$ cat config.mk
export PLATFORM = sky130hd
export DESIGN_NAME = utf8_display_width_decoder_top
export DESIGN_NICKNAME = d
export VERILOG_FILES = /design/src/hdl/u8dw_pkg.sv /design/src/hdl/u8dw_front.sv /design/src/hdl/u8dw_queue.sv /design/src/hdl/u8dw_back.sv /design/src/hdl/utf8_display_width_decoder_top.sv
export SDC_FILE = /design/constraint.sdc
export NUM_CORES = 1
export LEC_CHECK = 0
export ABC_AREA = 1
export ABC_CLOCK_PERIOD_IN_PS = 16200
export BUFFER_PORTS_ARGS = -buffer_cell sky130_fd_sc_hd__buf_2
export CAP_MARGIN = 5
export CORE_AREA = 2 2 171 173
export DETAILED_ROUTE_END_ITERATION = 16
export DIE_AREA = 0 0 173 175
export PLACE_DENSITY = 0.63
export REMOVE_ABC_BUFFERS = 1
export SYNTH_ARGS = -nofsm -noshare
export SYNTH_HDL_FRONTEND = slang
export SYNTH_SLANG_ARGS = --single-unit
$ cat constraint.sdc
create_clock -name clk -period 16.2 [get_ports clk]
set_input_delay 0.81 -clock clk [delete_from_list [all_inputs] [get_ports clk]]
set_output_delay 0.81 -clock clk [all_outputs]
set_load 0.01 [all_outputs]
$ cat src/hdl/u8dw_pkg.sv
// u8dw_pkg: shared types, constants and decode functions for the utf-8 display width decoder
// no dependencies
`timescale 1ns / 1ps
package u8dw_pkg;

	localparam int TAB_STOP_DEF     = 4;
	localparam int COUNTER_BITS_DEF = 16;
	localparam int QUEUE_DEPTH      = 2;
	localparam int NUM_RANGES       = 21;

	localparam logic [20:0] CP_TAB = 21'h09;

	typedef struct packed {
		logic [3:0][7:0] bytes;
		logic [2:0]      len;
		logic            eob;
	} job_t;

	typedef struct packed {
		logic [20:0] cp;
		logic [2:0]  nb;
	} dec_t;

	typedef struct packed {
		logic [20:0] lo;
		logic [20:0] hi;
		logic [1:0]  w;
	} wrange_t;

	localparam wrange_t WTAB [NUM_RANGES] = '{
		'{21'h00300, 21'h0036F, 2'd0}, '{21'h0093C, 21'h0094D, 2'd0},
		'{21'h00951, 21'h00957, 2'd0}, '{21'h01100, 21'h011FF, 2'd2},
		'{21'h02E80, 21'h02EFF, 2'd2}, '{21'h02F00, 21'h02FDF, 2'd2},
		'{21'h03000, 21'h0318F, 2'd2}, '{21'h031F0, 21'h031FF, 2'd2},
		'{21'h03400, 21'h04DBF, 2'd2}, '{21'h04E00, 21'h09FFF, 2'd2},
		'{21'h0A000, 21'h0A4CF, 2'd2}, '{21'h0AC00, 21'h0D7AF, 2'd2},
		'{21'h0D800, 21'h0DFFF, 2'd0}, '{21'h0F900, 21'h0FAFF, 2'd2},
		'{21'h0FE00, 21'h0FE0F, 2'd0}, '{21'h0FE10, 21'h0FE1F, 2'd2},
		'{21'h0FE30, 21'h0FE4F, 2'd2}, '{21'h0FF00, 21'h0FFEF, 2'd2},
		'{21'h1F000, 21'h1F1FF, 2'd2}, '{21'h1F300, 21'h1F77F, 2'd2},
		'{21'h1F900, 21'h1F9FF, 2'd2}
	};

	function automatic logic [2:0] lead_len(input logic [7:0] c);
		logic [2:0] n;
		if (c < 8'h80) n = 3'd1;
		else if ((c & 8'hE0) == 8'hC0) n = 3'd2;
		else if ((c & 8'hF0) == 8'hE0) n = 3'd3;
		else if ((c & 8'hF8) == 8'hF0) n = 3'd4;
		else n = 3'd1;
		return n;
	endfunction

	function automatic dec_t decode(input logic [3:0][7:0] b, input logic [1:0] pos,
			input logic [2:0] len);
		dec_t       d;
		logic [7:0] c;
		logic [7:0] b1;
		logic [7:0] b2;
		logic [7:0] b3;
		logic [2:0] n;
		logic [3:0] endp;
		c    = b[pos];
		b1   = b[pos + 2'd1];
		b2   = b[pos + 2'd2];
		b3   = b[pos + 2'd3];
		n    = lead_len(c);
		endp = {2'b00, pos} + {1'b0, n} - 4'd1;
		d.nb = 3'd1;
		d.cp = '0;
		if (c < 8'h80) begin
			d.cp = {13'd0, c};
		end else if (n >= 3'd2 && endp < {1'b0, len}) begin
			d.nb = n;
			case (n)
				3'd2: d.cp = {10'd0, c[4:0], b1[5:0]};
				3'd3: d.cp = {5'd0, c[3:0], b1[5:0], b2[5:0]};
				default: d.cp = {c[2:0], b1[5:0], b2[5:0], b3[5:0]};
			endcase
		end
		return d;
	endfunction

	function automatic logic [1:0] table_width(input logic [20:0] cp);
		logic [1:0] w;
		w = 2'd1;
		for (int i = NUM_RANGES - 1; i >= 0; i--) begin
			if (cp >= WTAB[i].lo && cp <= WTAB[i].hi) w = WTAB[i].w;
		end
		return w;
	endfunction

endpackage

$ cat src/hdl/u8dw_front.sv
// u8dw_front: takes input bytes, gathers sequences by lead length, issues decode jobs
// depends on u8dw_pkg
`timescale 1ns / 1ps
module u8dw_front (
	input  logic          clk,
	input  logic          arst_n,
	input  logic          push,
	output logic          full,
	input  logic [7:0]    data_byte,
	input  logic          end_of_buffer,
	output u8dw_pkg::job_t job,
	output logic          job_valid,
	input  logic          job_full
);
	import u8dw_pkg::*;

	logic [7:0] held_q [3];
	logic [1:0] held_cnt_q;
	logic       accept;
	logic [2:0] n;
	logic [2:0] need;

	assign full   = job_full;
	assign accept = push && !full;

	always_comb begin
		for (int i = 0; i < 3; i++) begin
			if (2'(i) < held_cnt_q) job.bytes[i] = held_q[i];
			else if (2'(i) == held_cnt_q) job.bytes[i] = data_byte;
			else job.bytes[i] = 8'h00;
		end
		job.bytes[3] = (held_cnt_q == 2'd3) ? data_byte : 8'h00;
		n            = {1'b0, held_cnt_q} + 3'd1;
		need         = lead_len(job.bytes[0]);
		job.len      = n;
		job.eob      = end_of_buffer;
		job_valid    = accept && (end_of_buffer || n >= need);
	end

	always_ff @(posedge clk or negedge arst_n) begin
		if (!arst_n) begin
			held_cnt_q <= 2'd0;
		end else if (accept) begin
			if (job_valid) held_cnt_q <= 2'd0;
			else held_cnt_q <= held_cnt_q + 2'd1;
		end
	end

	always_ff @(posedge clk) begin
		if (accept && !job_valid) held_q[held_cnt_q] <= data_byte;
	end

endmodule

$ cat src/hdl/u8dw_queue.sv
// u8dw_queue: short job queue between front and back
// depends on u8dw_pkg
`timescale 1ns / 1ps
module u8dw_queue (
	input  logic          clk,
	input  logic          arst_n,
	input  logic          wr,
	input  u8dw_pkg::job_t wdata,
	output logic          full,
	input  logic          rd,
	output u8dw_pkg::job_t rdata,
	output logic          valid
);
	import u8dw_pkg::*;

	localparam int AW = (QUEUE_DEPTH > 1) ? $clog2(QUEUE_DEPTH) : 1;
	localparam int CW = $clog2(QUEUE_DEPTH + 1);

	job_t          mem_q [QUEUE_DEPTH];
	logic [AW-1:0] wp_q;
	logic [AW-1:0] rp_q;
	logic [CW-1:0] cnt_q;
	logic          do_wr;
	logic          do_rd;

	assign full  = cnt_q == CW'(QUEUE_DEPTH);
	assign valid = cnt_q != '0;
	assign rdata = mem_q[rp_q];
	assign do_wr = wr && !full;
	assign do_rd = rd && valid;

	always_ff @(posedge clk or negedge arst_n) begin
		if (!arst_n) begin
			wp_q  <= '0;
			rp_q  <= '0;
			cnt_q <= '0;
		end else begin
			if (do_wr) wp_q <= (wp_q == AW'(QUEUE_DEPTH - 1)) ? '0 : wp_q + 1'b1;
			if (do_rd) rp_q <= (rp_q == AW'(QUEUE_DEPTH - 1)) ? '0 : rp_q + 1'b1;
			if (do_wr && !do_rd) cnt_q <= cnt_q + 1'b1;
			else if (do_rd && !do_wr) cnt_q <= cnt_q - 1'b1;
		end
	end

	always_ff @(posedge clk) begin
		if (do_wr) mem_q[wp_q] <= wdata;
	end

endmodule

$ cat src/hdl/u8dw_back.sv
// u8dw_back: decodes jobs one char per beat unless stalled, tracks offset, column, tab phase
// depends on u8dw_pkg
`timescale 1ns / 1ps
module u8dw_back #(
	parameter int TAB_STOP     = u8dw_pkg::TAB_STOP_DEF,
	parameter int COUNTER_BITS = u8dw_pkg::COUNTER_BITS_DEF
) (
	input  logic          clk,
	input  logic          arst_n,
	input  u8dw_pkg::job_t job,
	input  logic          job_valid,
	output logic          job_pop,
	output logic          empty,
	input  logic          pop,
	output logic [20:0]   code_point,
	output logic          invalid_char,
	output logic [2:0]    seq_bytes,
	output logic [4:0]    char_width,
	output logic [15:0]   byte_offset,
	output logic [15:0]   column_before,
	output logic          last_of_run
);
	import u8dw_pkg::*;

	localparam int CB = COUNTER_BITS;
	localparam int PW = (TAB_STOP > 1) ? $clog2(TAB_STOP) : 1;
	localparam longint unsigned CMAX = (64'd1 << COUNTER_BITS) - 64'd1;
	localparam logic [PW-1:0] PMAX = PW'(CMAX % TAB_STOP);
	localparam logic [CB-1:0] CSAT = '1;

	logic [1:0]    pos_q;
	logic [CB-1:0] off_q;
	logic [CB-1:0] col_q;
	logic [PW-1:0] ph_q;
	logic          out_v_q;

	dec_t          d;
	logic [1:0]    tw;
	logic          inv;
	logic [4:0]    w;
	logic          fire;
	logic          done;
	logic [CB:0]   off_sum;
	logic [CB:0]   col_sum;
	logic [CB-1:0] off_nx;
	logic [CB-1:0] col_nx;
	logic [PW+1:0] ph_t;
	logic [PW-1:0] ph_nx;

	always_comb begin
		d    = decode(job.bytes, pos_q, job.len);
		tw   = table_width(d.cp);
		inv  = d.cp == '0 && d.nb == 3'd1;
		if (inv) w = 5'd1;
		else if (d.cp == CP_TAB) w = 5'(TAB_STOP) - 5'(ph_q);
		else w = {3'b000, tw};
		fire    = job_valid && (!out_v_q || pop);
		done    = ({2'b00, pos_q} + {1'b0, d.nb}) >= {1'b0, job.len};
		job_pop = fire && done;
		off_sum = {1'b0, off_q} + (CB + 1)'(d.nb);
		col_sum = {1'b0, col_q} + (CB + 1)'(tw);
		off_nx  = (off_sum >= {1'b0, CSAT}) ? CSAT : off_sum[CB-1:0];
		col_nx  = (col_sum >= {1'b0, CSAT}) ? CSAT : col_sum[CB-1:0];
		ph_t    = (PW + 2)'(ph_q) + (PW + 2)'(tw);
		if (ph_t >= (PW + 2)'(TAB_STOP)) ph_t = ph_t - (PW + 2)'(TAB_STOP);
		if (ph_t >= (PW + 2)'(TAB_STOP)) ph_t = ph_t - (PW + 2)'(TAB_STOP);
		ph_nx   = (col_sum >= {1'b0, CSAT}) ? PMAX : ph_t[PW-1:0];
	end

	always_ff @(posedge clk or negedge arst_n) begin
		if (!arst_n) begin
			pos_q   <= 2'd0;
			off_q   <= '0;
			col_q   <= '0;
			ph_q    <= '0;
			out_v_q <= 1'b0;
		end else begin
			if (fire) out_v_q <= 1'b1;
			else if (pop) out_v_q <= 1'b0;
			if (fire) begin
				pos_q <= done ? 2'd0 : pos_q + d.nb[1:0];
				if (done && job.eob) begin
					off_q <= '0;
					col_q <= '0;
					ph_q  <= '0;
				end else begin
					off_q <= off_nx;
					col_q <= col_nx;
					ph_q  <= ph_nx;
				end
			end
		end
	end

	always_ff @(posedge clk) begin
		if (fire) begin
			code_point    <= d.cp;
			invalid_char  <= inv;
			seq_bytes     <= d.nb;
			char_width    <= w;
			byte_offset   <= 16'(off_q);
			column_before <= 16'(col_q);
			last_of_run   <= done;
		end
	end

	assign empty = !out_v_q;

endmodule

$ cat src/hdl/utf8_display_width_decoder_top.sv
// utf-8 display width decoder: one byte per beat in unless full, one result per character out
// a byte completing a character is queued as a job, then decoded into the result register
// throughput: 1 byte per cycle unless full; a cut-off sequence at end of buffer yields up to
// 3 results, one per popped cycle, from the back decoder while the job queue absorbs input
// reset: asynchronous, clears held count, counters, tab phase, queue and output valid
// depends on u8dw_pkg, u8dw_front, u8dw_queue, u8dw_back
`timescale 1ns / 1ps
module utf8_display_width_decoder_top #(
	parameter int TAB_STOP     = u8dw_pkg::TAB_STOP_DEF,
	parameter int COUNTER_BITS = u8dw_pkg::COUNTER_BITS_DEF
) (
	input  logic        clk,
	input  logic        arst_n,
	input  logic        push,
	output logic        full,
	input  logic [7:0]  data_byte,
	input  logic        end_of_buffer,
	output logic        empty,
	input  logic        pop,
	output logic [20:0] code_point,
	output logic        invalid_char,
	output logic [2:0]  seq_bytes,
	output logic [4:0]  char_width,
	output logic [15:0] byte_offset,
	output logic [15:0] column_before,
	output logic        last_of_run
);
	import u8dw_pkg::*;

	job_t f_job;
	logic f_valid;
	logic q_full;
	job_t q_job;
	logic q_valid;
	logic q_pop;

	u8dw_front u_front (
		.clk          (clk),
		.arst_n       (arst_n),
		.push         (push),
		.full         (full),
		.data_byte    (data_byte),
		.end_of_buffer(end_of_buffer),
		.job          (f_job),
		.job_valid    (f_valid),
		.job_full     (q_full)
	);

	u8dw_queue u_queue (
		.clk   (clk),
		.arst_n(arst_n),
		.wr    (f_valid),
		.wdata (f_job),
		.full  (q_full),
		.rd    (q_pop),
		.rdata (q_job),
		.valid (q_valid)
	);

	u8dw_back #(
		.TAB_STOP    (TAB_STOP),
		.COUNTER_BITS(COUNTER_BITS)
	) u_back (
		.clk          (clk),
		.arst_n       (arst_n),
		.job          (q_job),
		.job_valid    (q_valid),
		.job_pop      (q_pop),
		.empty        (empty),
		.pop          (pop),
		.code_point   (code_point),
		.invalid_char (invalid_char),
		.seq_bytes    (seq_bytes),
		.char_width   (char_width),
		.byte_offset  (byte_offset),
		.column_before(column_before),
		.last_of_run  (last_of_run)
	);

	a_inv_shape: assert property (@(posedge clk) disable iff (!arst_n)
		!empty && invalid_char |-> code_point == 21'd0 && seq_bytes == 3'd1)
		else $error("invalid character with nonzero code or length");

	a_width_range: assert property (@(posedge clk) disable iff (!arst_n)
		!empty |-> char_width <= 5'd16 && seq_bytes >= 3'd1 && seq_bytes <= 3'd4)
		else $error("result width or length out of range");

	a_pop_needs_job: assert property (@(posedge clk) disable iff (!arst_n)
		q_pop |-> q_valid)
		else $error("back decoder retired a job from an empty queue");

endmodule
==> impl_metrics.py <==
metrics = {
    "synthesis": {
        "synth_area_leader_cell": "edfxtp_1",
        "synth_edf_count": 157,
        "ys_types": 51,
        "yosysSeqAreaShare_pct": 45.7,
        "synth_top_area_share_pct": 37.2,
        "synthArstFlopShare_pct": 21.5,
        "syn-instance-count": 1602,
        "syn_area_um2": 12700,
        "syn_avg_cell_area_um2": 7.91,
        "synthTopCellsByArea": "edfxtp_1, nand2_1, dfrtp_1",
        "synth_flop_cell": "edfxtp_1",
        "yosysWarningCount": 0,
        "ys_ff_latch": 200,
    },
    "timing": {
        "skew_ns": 0.0192,
        "hold_viol": 0,
        "relSlewSlack_pct": 28.9,
        "grt_setup_unrepaired": "false",
        "fmax_ghz": 0.105,
        "worst_pin_slew_ns": 1.07,
        "period_needed_ns": 9.53,
        "fin_crit_sh_pct": 58.8,
        "finalSetupViolCount": 0,
        "tns_ns": 0,
        "finalMaxSlewViolations": 0,
    },
    "critical_path": {
        "path_class": "reg -> reg",
        "path_buf_inv": 10,
        "cp_slowest_cell": "nor2_1",
        "critPathMaxStageDelay_ns": 0.76,
        "cp_data_arrival_time_ns": 9.89,
        "end_kind": "register",
        "cp_common_cell": "inv_1",
        "path_max_fanout": 38,
        "crit_family": "simple AND/OR/NAND/NOR gates",
        "critPathRequiredTime_ns": 16.56,
        "crit_path_start_kind": "register",
    },
    "clock_network": {
        "clock_latency_ns": 0.45,
        "h-tree-depth": 4,
        "root_buffer": "clkbuf_16",
        "cts.clk_slew.worst_paths_ns": 0.07,
        "clk_path_buf_depth": 2,
        "post_cts_buffers": 0,
        "numCtsBuffers": 17,
        "cts_tree": "yes",
        "ctsResizeCount": 0,
        "cts_hold_buffers": 0,
        "clock-sinks": 200,
    },
    "layout": {
        "drive_gt1_share_pct": 12.6,
        "diodes": 0,
        "nets": 1702,
        "area_delta_synth_final_pct": 9.52,
    },
    "drt": {
        "drt-pass1-iter-count": 7,
        "dr_total_vias": 10900,
        "routed_wl_um": 36700,
        "remaining_drc_errors": 0,
        "wire_per_inst_um": 17.8,
        "ant_nets": 0,
        "via_per_inst": 5.29,
        "drt-initial-drc-count": 802,
    },
    "die": {
        "core_um2": 28400,
        "fp-row-count": 62,
        "initial_core_util_pct": 44.6,
        "ioPinCount": 78,
        "die_area_um2": 30300,
        "die_x_um": 173,
        "die_height_um": 175,
    },
    "global_route": {
        "grt.total_usage_pct": 24.8,
        "grt_pass1_wl_um": 57800,
        "antenna_found_initial": 0,
        "grt_max_degree": 89,
        "grt_pass1_vias": 10500,
        "overflow": 0,
    },
    "worst_hold_path": {
        "hold_path_class": "reg -> reg",
    },
    "place": {
        "place_congestion": 0.963,
        "portBuffers": 75,
        "dpl.hpwl_um": 28300,
    },
    "run_status": {
        "status": "completed",
    },
    "job": {
        "maxCapViolCount": 0,
    },
}
-- layout by cell type (no fill, tap or decap), types with 27 or more instances in the layout --
cell / netlist / layout
buf_2: 7 / 75
dfrtp_1: 43 / 43
edfxtp_1: 157 / 157
inv_1: 191 / 190
nand2_1: 473 / 473
nand3_1: 127 / 127
nand4_1: 27 / 27
nor2_1: 148 / 146
nor3_1: 40 / 40
o21ai_0: 111 / 111
-- per-stage QoR --
stage	utilization, %	area [um^2]	setup WS, ns	hold slack [ns]	instances
3_3_place_gp	46.8	13300	6.99	0.436	2025
2_1_floorplan	-	12400	7.73	0.425	1558
6_report	48.9	13900	6.67	0.453	2057
3_5_place_dp	46.8	13300	6.82	0.431	2025
4_1_cts	48.9	13900	6.78	0.449	2057
5_1_grt	48.9	13900	5.76	0.465	2057
-- path summary, 6_finish.rpt --
path / start / endpoint / slack (ns) / depth (start not counted)
min in group asynchronous: arst_n / u_back.col_q[7]$_DFFE_PN0P_ / 0.54 / 1
max reg2reg: u_queue.rp_q$_DFFE_PN0P_ / u_back.col_q[10]$_DFFE_PN0P_ / 6.67 / 44
max in group asynchronous: arst_n / u_back.pos_q[1]$_DFFE_PN0P_ / 15.00 / 1
min reg2reg: u_back.col_q[13]$_DFFE_PN0P_ / u_back.column_before[13]$_DFFE_PP_ / 0.45 / 0
max: u_queue.rp_q$_DFFE_PN0P_ / u_back.col_q[10]$_DFFE_PN0P_ / 6.67 / 44
min: u_back.col_q[13]$_DFFE_PN0P_ / u_back.column_before[13]$_DFFE_PP_ / 0.45 / 0
-- registers in the layout (all words and copies together), names as in the netlist --
register and flops:
u_back.off_q 16, u_back.col_q 16, u_queue.wp_q 1, u_back.ph_q 2, u_back.last_of_run 1, u_back.seq_bytes 3, u_queue.mem_q 72, u_back.code_point 21
u_back.byte_offset 16, u_back.out_v_q 1, u_front.held_cnt_q 2, u_queue.cnt_q 2, u_back.char_width 3, u_back.pos_q 2, u_back.invalid_char 1, u_front.held_q 24
u_back.column_before 16, u_queue.rp_q 1
-- logic make-up (layout without fill, tap and decap cells) --
| family | Yosys count | count (layout) | synth area share (%) |
|---|---|---|---|
| AND/OR/NAND/NOR | 905 | 905 | 32.6 |
| XOR/XNOR | 27 | 27 | 1.87 |
| AO/OA/AOI/OAI | 182 | 182 | 7.92 |
| flip-flops | 200 | 200 | 45.7 |
| buffers and inverters | 255 | 325 | 8.54 |
| adder cells (fa/ha/maj) | 29 | 29 | 3.10 |
| other | 1 | 2 | 0.0296 |
| multiplexers | 3 | 3 | 0.237 |
-- routing by layer --
metal	vias up	track usage, %	share of wire (%)
met1	5041	30.8	42
met4	0	13.4	5.3
li1	5365	-	-
met3	105	4.72	5.6
met5	-	0	0
met2	370	41.1	47
-- worst register-to-register path, delay by kind of cell, from the launching register on --
family / cells / cell delay (ns)
AND/OR/NAND/NOR: 22 / 4.44
buffers and inverters: 10 / 1.91
adder cells (fa/ha/maj): 5 / 1.53
AO/OA/AOI/OAI: 6 / 0.98
flip-flops: 1 / 0.36
XOR/XNOR: 1 / 0.21
-- final cells by class --
class                      count  area (um^2)
clock inverter                12          138
clock buffer                  20          437
multi-input combinational   1148         5810
fill                        2818        14500
sequential                   200         5790
timing repair buffer          83          435
inverter                     210          790
tap                          384          480
-- synth_stat cells (9+ instances only) --
master / count
o21ai_0: 111
nand2_2: 21
nand4_1: 27
nand3_1: 127
inv_2: 16
nand3_2: 13
buf_4: 9
xor2_1: 25
nor3_1: 40
ha_1: 25
nor2_1: 148
edfxtp_1: 157
inv_1: 191
clkbuf_1: 16
a21oi_1: 22
o211ai_1: 9
o21ai_1: 18
dfrtp_1: 43
nand2_1: 473
nor2_2: 9
Power is not shown: default switching activity piles up to over one toggle a cycle in this logic, so the estimate is an artifact.
